<file path="src/rtl/ddo_pkg.sv">
// Shared types, constants and the arctangent table of the odometry block.
`timescale 1ns / 1ps
package ddo_pkg;

  localparam logic [31:0] CORDIC_GAIN = 32'd2608131496;

  typedef enum logic [2:0] {
    MUL_IDLE       = 3'd0,
    MUL_SUM_DPC    = 3'd1,
    MUL_DIF_DPC    = 3'd2,
    MUL_DISP_K     = 3'd3,
    MUL_DIFLO_GAIN = 3'd4,
    MUL_DIFHI_GAIN = 3'd5
  } mul_sel_t;

  typedef enum logic [3:0] {
    CAP_NONE   = 4'd0,
    CAP_DISP   = 4'd1,
    CAP_DIF    = 4'd2,
    CAP_VINIT  = 4'd3,
    CAP_DTH_LO = 4'd4,
    CAP_DTH_HI = 4'd5,
    CAP_CORDIC = 4'd6,
    CAP_ROTATE = 4'd7,
    CAP_LATCH  = 4'd8,
    CAP_EMIT   = 4'd9
  } cap_t;

  typedef enum logic [2:0] {
    BR_NEXT  = 3'd0,
    BR_LATCH = 3'd1,
    BR_ITER  = 3'd2,
    BR_JUMP  = 3'd3,
    BR_END   = 3'd4
  } br_t;

  typedef logic [3:0] pc_t;

  typedef struct packed {
    mul_sel_t mul;
    cap_t     cap;
    br_t      br;
    pc_t      target;
  } uword_t;

  typedef struct packed {
    logic     load;
    mul_sel_t mul;
    cap_t     cap;
  } ctl_t;

  typedef struct packed {
    logic latch;
    logic iter_last;
  } status_t;

  function automatic logic [31:0] cordic_atan(input logic [4:0] idx);
    logic [31:0] a;
    case (idx)
      5'd0:  a = 32'd536870912;
      5'd1:  a = 32'd316933406;
      5'd2:  a = 32'd167458907;
      5'd3:  a = 32'd85004756;
      5'd4:  a = 32'd42667331;
      5'd5:  a = 32'd21354465;
      5'd6:  a = 32'd10679838;
      5'd7:  a = 32'd5340245;
      5'd8:  a = 32'd2670163;
      5'd9:  a = 32'd1335087;
      5'd10: a = 32'd667544;
      5'd11: a = 32'd333772;
      5'd12: a = 32'd166886;
      5'd13: a = 32'd83443;
      5'd14: a = 32'd41722;
      5'd15: a = 32'd20861;
      5'd16: a = 32'd10430;
      5'd17: a = 32'd5215;
      5'd18: a = 32'd2608;
      5'd19: a = 32'd1304;
      5'd20: a = 32'd652;
      5'd21: a = 32'd326;
      5'd22: a = 32'd163;
      5'd23: a = 32'd81;
      5'd24: a = 32'd41;
      5'd25: a = 32'd20;
      5'd26: a = 32'd10;
      5'd27: a = 32'd5;
      5'd28: a = 32'd3;
      5'd29: a = 32'd1;
      5'd30: a = 32'd1;
      default: a = 32'd0;
    endcase
    return a;
  endfunction

endpackage

</file>
<file path="src/rtl/ddo_sequencer.sv">
// Microcode ROM, step counter and stream handshake control of the odometry block.
`timescale 1ns / 1ps
module ddo_sequencer (
  input  logic             clk,
  input  logic             rst,
  input  logic             s_tvalid,
  output logic             s_tready,
  output logic             m_tvalid,
  input  logic             m_tready,
  input  ddo_pkg::status_t st,
  output ddo_pkg::ctl_t    ctl
);
  import ddo_pkg::*;

  localparam pc_t S_SUM    = 4'd0;
  localparam pc_t S_DIF    = 4'd1;
  localparam pc_t S_DISPK  = 4'd2;
  localparam pc_t S_GLO    = 4'd3;
  localparam pc_t S_GHI    = 4'd4;
  localparam pc_t S_DTH    = 4'd5;
  localparam pc_t S_CORDIC = 4'd6;
  localparam pc_t S_ROT    = 4'd7;
  localparam pc_t S_EMIT   = 4'd8;
  localparam pc_t S_LATCH  = 4'd9;

  logic   busy;
  pc_t    pc;
  uword_t word;
  logic   stall;
  logic   run;

  always_comb begin
    case (pc)
      S_SUM:    word = '{MUL_SUM_DPC,    CAP_NONE,   BR_LATCH, S_LATCH};
      S_DIF:    word = '{MUL_DIF_DPC,    CAP_DISP,   BR_NEXT,  S_SUM};
      S_DISPK:  word = '{MUL_DISP_K,     CAP_DIF,    BR_NEXT,  S_SUM};
      S_GLO:    word = '{MUL_DIFLO_GAIN, CAP_VINIT,  BR_NEXT,  S_SUM};
      S_GHI:    word = '{MUL_DIFHI_GAIN, CAP_DTH_LO, BR_NEXT,  S_SUM};
      S_DTH:    word = '{MUL_IDLE,       CAP_DTH_HI, BR_NEXT,  S_SUM};
      S_CORDIC: word = '{MUL_IDLE,       CAP_CORDIC, BR_ITER,  S_CORDIC};
      S_ROT:    word = '{MUL_IDLE,       CAP_ROTATE, BR_NEXT,  S_SUM};
      S_EMIT:   word = '{MUL_IDLE,       CAP_EMIT,   BR_END,   S_SUM};
      S_LATCH:  word = '{MUL_IDLE,       CAP_LATCH,  BR_JUMP,  S_EMIT};
      default:  word = '{MUL_IDLE,       CAP_NONE,   BR_END,   S_SUM};
    endcase
  end

  assign s_tready = !busy && !rst;
  assign stall    = (word.cap == CAP_EMIT) && m_tvalid && !m_tready;
  assign run      = busy && !stall;

  assign ctl.load = s_tvalid && !busy;
  assign ctl.mul  = word.mul;
  assign ctl.cap  = run ? word.cap : CAP_NONE;

  always_ff @(posedge clk) begin
    if (rst) begin
      busy     <= 1'b0;
      pc       <= S_SUM;
      m_tvalid <= 1'b0;
    end else begin
      if (run && (word.cap == CAP_EMIT)) begin
        m_tvalid <= 1'b1;
      end else if (m_tready) begin
        m_tvalid <= 1'b0;
      end
      if (!busy) begin
        if (s_tvalid) begin
          busy <= 1'b1;
          pc   <= S_SUM;
        end
      end else if (run) begin
        case (word.br)
          BR_NEXT:  pc <= pc + 4'd1;
          BR_LATCH: pc <= st.latch ? word.target : pc + 4'd1;
          BR_ITER:  pc <= st.iter_last ? pc + 4'd1 : word.target;
          BR_JUMP:  pc <= word.target;
          BR_END:   busy <= 1'b0;
          default:  busy <= 1'b0;
        endcase
      end
    end
  end

endmodule

</file>
<file path="config.mk">
export PLATFORM = sky130hd
export DESIGN_NAME = ddo_sequencer
export DESIGN_NICKNAME = d
export VERILOG_FILES = /design/src/rtl/ddo_pkg.sv /design/src/rtl/ddo_sequencer.sv
export SDC_FILE = /design/constraint.sdc
export NUM_CORES = 1
export LEC_CHECK = 0
export ABC_AREA = 1
export BUFFER_PORTS_ARGS = -buffer_cell sky130_fd_sc_hd__buf_2
export CORE_MARGIN = 10
export CORE_UTILIZATION = 40
export CTS_CLUSTER_DIAMETER = 120
export CTS_CLUSTER_SIZE = 40
export DETAILED_ROUTE_END_ITERATION = 8
export PLACE_DENSITY = 0.59
export SYNTH_ARGS = -nofsm -noshare
export SYNTH_HDL_FRONTEND = slang
export SYNTH_SLANG_ARGS = --single-unit
</file>
<file path="constraint.sdc">
create_clock -name clk -period 2.3 [get_ports clk]
set_input_delay 0.23 -clock clk [delete_from_list [all_inputs] [get_ports clk]]
set_output_delay 0.23 -clock clk [all_outputs]
set_load 0.02 [all_outputs]
</file>
# Word-level counts from Yosys, hierarchy flattened
# Memory sizes are Yosys's and may differ from the RTL's. A register that Yosys moved wholly into a read port is not among the register bits.
# Cells that the tools add are included.
word_totals:
  register_bits: 6
  mem_bits_ro: 224
  out_inout_bits: 10
  elab_cells: 41
  memories: 1
op_classes:
  addsub: 1
  eq_ne: 6
  muxes: 15
  n_reduce_logical: 15
mem_list:
  columns: ["memory", "depth", "word_bits", "read_ports", "rd_clocked_by_memory_dff", "write_ports", "line_no", "rtl"]
  rows:
  - ["(name not given)", 16, 14, 1, 1, 0, "ddo_sequencer.sv:33", "case (pc)"]
ops:
  columns: ["operator", "count"]
  rows:
  - ["$mux W4", 8]
  - ["$pmux W4 S4", 1]
  - ["$eq A3 B2 Y1 const B", 2]
  - ["$logic_and A1 B1 Y1", 6]
  - ["$mux W1", 6]
  - ["$ne A5 B1 Y1 const B", 1]
  - ["$add A4 B1 Y4 const B", 1]
  - ["$eq A4 B4 Y1 const B", 1]
  - ["$logic_not A1 Y1", 4]
  - ["$reduce_bool A2 Y1", 2]
  - ["$reduce_or A4 Y1", 1]
  - ["$eq A3 B1 Y1 const B", 1]
  - ["$logic_not A3 Y1", 1]
  - ["$reduce_and A3 Y1", 1]
  - ["$ne A2 B1 Y1 const B", 1]

# Logic depth before layout (Yosys ltp)
# Gate-level depths: netlist of run 1.
depth:
  word_depth: 9
  mapped_depth: 15
  depth_no_buf: 15

# Worst setup path before layout of run 1
# Ideal clock, no wire load.
synth_path:
  kind: "flip-flop to flip-flop"
  start: "register busy"
  end: "register word[5] (netlist name)"
  arrival_time_ps: 1547
  required_ps: 2181
  setup_slack_ps: 635
  stages_incl_launch_ff: 10
  synth_period_minus_slack_ps: 1665
  cell_sequence: "dfxtp_1 > nor2_1 > inv_2 > nand3_1 > nand2_1 > nand2_1 > inv_1 > ha_1 > nand3_1 > o21ai_1"
synth_between:
  elab_chain_cells: 5
  word_cells_on_any_way: 8
synth_lines:
  columns: ["item", "line_no", "rtl"]
  rows:
  - ["from (decl)", "ddo_sequencer.sv:26", "logic busy;"]
  - ["from (signal assigned)", "ddo_sequencer.sv:58", "busy <= 1'b0;"]
  - ["from (signal assigned)", "ddo_sequencer.sv:69", "busy <= 1'b1;"]
  - ["from (signal assigned)", "ddo_sequencer.sv:78", "BR_END: busy <= 1'b0;"]
  - ["$logic_and A1 B1 Y1", "ddo_sequencer.sv:50", "assign run = busy && !stall;"]
  - ["$ne A2 B1 Y1 (no line)", null, null]
  - ["$reduce_and A3 Y1 (no line)", null, null]
  - ["$mux W4 (no line) (*) (2 in series)", null, null]
# Every way passes the cells marked *; elsewhere a longest branch is shown, timed or not.
# A chain may end at the register's enable or synchronous reset.

# Worst setup path after layout of run 1
layout_path:
  start: "register pc[0]"
  end: "register word[5] (netlist name)"
layout_between:
  elab_chain_cells: 7
  word_cells_on_any_way: 8
layout_lines:
  columns: ["item", "line_no", "rtl"]
  rows:
  - ["from (decl)", "ddo_sequencer.sv:27", "pc_t pc;"]
  - ["from (signal assigned)", "ddo_sequencer.sv:74", "BR_NEXT: pc <= pc + 4'd1;"]
  - ["from (signal assigned)", "ddo_sequencer.sv:75", "BR_LATCH: pc <= st.latch ? word.target : pc + 4'd1;"]
  - ["from (signal assigned)", "ddo_sequencer.sv:76", "BR_ITER: pc <= st.iter_last ? pc + 4'd1 : word.target;"]
  - ["$add A4 B1 Y4", "ddo_sequencer.sv:74, ddo_sequencer.sv:75, ddo_sequencer.sv:76", null]
  - ["$mux W4 (on tied branches)", "ddo_sequencer.sv:76, ddo_sequencer.sv:75", null]
  - ["$pmux W4 S4", "ddo_sequencer.sv:73", "case (word.br)"]
  - ["$mux W4", "ddo_sequencer.sv:72", "end else if (run) begin"]
  - ["$mux W4", "ddo_sequencer.sv:67", "if (!busy) begin"]
  - ["$mux W4 (no line) (*) (2 in series)", null, null]
# Every way passes the cells marked *; elsewhere a longest branch is shown, timed or not. The select of a mux whose other input is x is not followed.

==> results of run 1 <==
-- routing by layer --
metal  track usage  wire, um  vias up
met5             0         0        -
met3       0.02449       140        4
li1              -         -      531
met4       0.03797        35        0
met2        0.1705      1197       24
met1        0.1212      1113      442
-- through the flow --
stage	instances	power, mW
2_1_floorplan	162	0.8603
3_3_place_gp	205	0.9511
3_5_place_dp	205	0.9653
4_1_cts	209	1.156
5_1_grt	209	1.250
6_report	209	1.149
-- power by group through the flow --
stage / Sequential, mW / Combinational [mW] / Clock (mW)
after floorplan: 0.431 / 0.429 / 0
after global placement: 0.443 / 0.509 / 0
after detailed placement: 0.444 / 0.521 / 0
after CTS: 0.437 / 0.523 / 0.196
after global routing: 0.449 / 0.590 / 0.211
final: 0.437 / 0.517 / 0.195
-- worst min-delay path by stage --
stage | start | endpoint | slack (ps) | cells past startpoint
after floorplan | rst | m_tvalid | 300 | 1
after global placement | rst | m_tvalid | 490 | 2
after detailed placement | rst | m_tvalid | 490 | 2
after CTS | rst | m_tvalid | 170 | 2
after global routing | rst | m_tvalid | 190 | 2
final | rst | m_tvalid | 180 | 2
-- registers in the layout (all words and copies together) (netlist names) --
name      flops
busy          1
m_tvalid      1
word         12
pc            4
-- placed cells by master (no fill, tap or decap), types with 2 or more instances in the layout --
cell type	count
nand3_2	5
nand3_1	10
clkbuf_4	3
buf_2	15
nor2_2	2
a21oi_1	8
nand2_1	29
dfxtp_1	18
nand2_4	3
nor2_1	27
o21ai_0	2
inv_2	3
ha_1	5
inv_1	27
nand2_2	7
o21ai_1	5
-- synth_stat cells (all sizes together) --
cell / n
nor3: 2
nand3: 16
nand4: 1
ha: 5
dfxtp: 18
a21oi: 10
o21ai: 8
inv: 31
buf: 3
nor2: 29
nand2: 39
-- final cells by class --
cell class	count	area, sq um	area share
Clock buffer	4	36.28	0.02926
Inverter	31	118.9	0.09586
Multi-Input combinational cell	110	610.6	0.4924
Sequential cell	18	360.3	0.2906
Tap cell	31	38.79	0.03128
Timing Repair Buffer	15	75.07	0.06054
-- cells by family after synthesis --
kind of cell | after synthesis | share of synthesized area
flops | 18 | 0.3240
simple gates | 87 | 0.3948
compound gates | 18 | 0.09787
fa+ha+maj | 5 | 0.05624
buf+inv | 34 | 0.1271
==> run metrics, run 1 <==
post-place instance area=1204 sq um; post-route cell area=1240 sq um; Initial Util=0.4104; Int Power=654.3 uW; Layout Skew=0.9608 ps; Inserted Clock Buffers=3; DP Wirelength=2050 um; Yosys top cell area share=0.3240; kind of critical path=flop to flop; max-slew violations=0; RD Place Congestion=0.8806; # port buffers=15; post-layout util=0.4575; DRC violation count after routing=0; clock power share=0.169; Post-DRT Antenna Nets=0; Overflow after GRT=0; R2R depth=12; layout cells sized above 1=0.2528; Post-Syn Instances=162; Worst R2R Start=pc[0]; synth warn=0; Slew @ Worst Pin=311.3 ps; die area=5290 sq um; Setup TNS=0 ps; Die H=72.74 um; top post-synthesis cells by area=dfxtp_1 32%, nand2_1 9.8%, inv_1 9.1%, nor2_1 9.1%, ha_1 5.6%; Synth Cell Area=1112 sq um; largest net degree at the start of global routing=11; Initial DRT Pass Iterations=4; Filler Cell Count=305; vias per std cell=4.789; Worst-Skew Late Latency=290 ps; slowest stage delay, CP=440 ps; ANT cells=0; Synth area leader=dfxtp_1; end of the critical path=word[5]; hold_buf cts=0; Layout area overhead=11.47%; Post-Route WL=2487 um; Sw Pwr=494.6 uW; Worst path most repeated cell=nand2_1; H-tree depth=1; CP startpoint=pc[0]; clk buf depth=2; nets@finish=190; P per Cell Area=926.6 nW/um^2; Worst slew margin=0.7924; Finish-stage setup viols=0; Buf+Inv Stages, Crit Path=2; status=completed; Setup Buffers After CTS=0; die width=72.74 um; Root Buffer=clkbuf_4; CP endpoint kind=flop; Stages on worst setup path=12; Leak=0.6646 nW; Seq/Total Area, Yosys=0.3240; slowest CP cell=dfxtp_1; initial antenna violation count=0; #FFs+latches synth=18; arrival time worst endpoint=2080 ps; CP required=2490 ps; maxcap violations=0; RSZ-0062 raised after global routing=false; # rows=19; gr usage total=0.1015; Routed wire per std cell=11.90 um; final hold violations=0; delay-heaviest family, CP=simple AND/OR/NAND/NOR gates; Min Hold Slack=179.6 ps; pre-CTS setup slack=414.2 ps; worst-path cell chain=ha_1, inv_1, nand2_1, nand2_1, nand3_1, nand2_1, nand2_1, nand2_1, inv_1, ha_1, nand3_1, o21ai_1; CP startpoint kind=flop; I/O Pins=16; Worst VDD drop=0.6301 mV; final setup margin=410.6 ps; FMAX=0.5293 GHz; final worst path period share=0.8215; CTS clk-pin slew, worst paths=100 ps; mean post-synth cell area=6.866 sq um; clock sinks=18; CP Max Fanout=7; Comb power frac=0.450; Sw Share=0.4305; Post-Syn Nets=173; post-cts repair resize count=0; Vias=1001; Seq pwr share=0.380; r2r setup slk=410 ps; number of DRC markers in iteration 0=61; Core Region=2710 sq um; TritonCTS clock tree=done; first-pass GRT wire length=4436 um; worst min path class=primary input to flop; crit path time final=1889 ps; number of distinct library cells after synthesis=23; number of global-route vias before repair=1027; FF-to-FF End=word[5]
(Power assumes the default switching activity.)
==> run 2: changes to the inputs <==
==> constraint.sdc (replaced) <==
create_clock -name clk -period 1.8 [get_ports clk]
set_input_delay 0.18 -clock clk [delete_from_list [all_inputs] [get_ports clk]]
set_output_delay 0.18 -clock clk [all_outputs]
set_load 0.02 [all_outputs]
==> run metrics, run 2 (synthesis gave the netlist of run 1 again) <==
status=completed; final hold violations=0; Finish-stage setup viols=0; TritonCTS clock tree=done; Post-Route WL=2351 um; Post-DRT Antenna Nets=0; Routed wire per std cell=10.99 um; H-tree depth=1; Layout area overhead=18.79%; vias per std cell=4.752; DRC violation count after routing=0; nets@finish=195; most common cell after layout, fill and taps aside=nand2_1; # port buffers=15; Initial Util=0.4104; gr usage total=0.09738; post-layout util=0.4875; slowest stage delay, CP=370 ps; crit path time final=1684 ps; CP required=1990 ps; number of global-route vias before repair=1002; Placed Cells=208; CP endpoint kind=flop; slowest CP cell=dfxtp_4; Worst path most repeated cell=nand2_1; RD Place Congestion=0.8764; max-slew violations=0; CP Max Fanout=5; kind of critical path=flop to flop; clk buf depth=2; Core Region=2710 sq um; die width=72.74 um; commonest non-fill, non-tap cells in the layout=28 x nand2_1, 25 x inv_1, 24 x nor2_1; worst min path class=primary input to flop; Overflow after GRT=0; Layout Skew=0.9796 ps; max reg flops=12; maxcap violations=0; first-pass GRT wire length=4291 um; Worst slew margin=0.7931; clock sinks=18; Setup TNS=0 ps; fin cells=214; Worst VDD drop=0.8889 mV; CP startpoint kind=flop; Filler Cell Count=280; ANT cells=0; delay-heaviest family, CP=simple AND/OR/NAND/NOR gates; Root Buffer=clkbuf_4; Min Hold Slack=146.8 ps; final worst path period share=0.9358; die area=5290 sq um; Vias=1017; FMAX=0.5937 GHz; Inserted Clock Buffers=3; DP Wirelength=1936 um; Initial DRT Pass Iterations=4; CTS clk-pin slew, worst paths=100 ps; layout cells sized above 1=0.3497; Die H=72.74 um; initial antenna violation count=0; largest net degree at the start of global routing=11; worst-path cell chain=ha_4, inv_2, nand2_1, nand2_1, nand3_1, nand2_1, nand2_1, nand2_2, inv_1, ha_1, nand3_1, o21ai_2; arrival time worst endpoint=1870 ps; Buf+Inv Stages, Crit Path=2; Slew @ Worst Pin=310.2 ps; Leak=0.6887 nW; P per Cell Area=1150 nW/um^2; I/O Pins=16; Worst-Skew Late Latency=290 ps; number of DRC markers in iteration 0=35; # rows=19
run 2: worst register-to-register path, stage by stage (launching register included):
cell and delay [ps]:
dfxtp_4 370, ha_4 240, inv_2 60, nand2_1 40, nand2_1 60, nand3_1 80, nand2_1 80, nand2_1 90
nand2_2 130, inv_1 70, ha_1 190, nand3_1 110, o21ai_2 60
run 2: path summary, 6_finish.rpt:
check | start | to | slack [ps] | cells past startpoint
worst min register to register | m_tvalid | m_tvalid | 560 | 4
worst max register to register | pc[0] | word[5] | 120 | 12
worst min-delay path | rst | m_tvalid | 150 | 2
worst max-delay path | pc[0] | word[5] | 120 | 12
run 2: routing by layer:
| metal | track usage | routed length (um) | share of wire | up-vias |
|---|---|---|---|---|
| met5 | 0 | 0 | 0 | - |
| met4 | 0.03165 | 17 | 0.0072 | 0 |
| met3 | 0.02585 | 70 | 0.030 | 2 |
| met2 | 0.1686 | 1152 | 0.49 | 13 |
| met1 | 0.1126 | 1112 | 0.47 | 458 |
| li1 | - | - | - | 544 |
run 2: what timing repair did:
action                                  4_1_cts  5_1_grt
endpoints found under the setup margin        0        8
setup buffers                                 0        2
gates resized for setup                       0       16
hold buffers                                  0        0
run 2: per-stage QoR:
| step | power, mW | worst slack (ps) | area (sq um) |
|---|---|---|---|
| finish | 1.520 | 115.6 | 1321 |
| global route | 1.664 | -5.181 | 1321 |
| CTS | 1.483 | 11.01 | 1262 |
| detailed placement | 1.240 | 30.80 | 1226 |
| global placement | 1.237 | 33.21 | 1226 |
| floorplan | 1.099 | 134.6 | 1112 |
run 2: layout make-up:
cell class,instances,area [sq um],area share
multi-input cells,110,643.1,0.4867
repair buffers,20,116.4,0.08807
flip-flops and latches,18,367.9,0.2784
clock buffers,4,36.28,0.02746
well taps,31,38.79,0.02936
inverters,31,118.9,0.08996
run 2: where the power goes:
part	internal [mW]	leakage, nW	switching, mW	total (mW)
sequential	0.495	0.149	0.0685	0.564
combinational	0.261	0.519	0.454	0.715
clock	0.123	0.0210	0.118	0.241
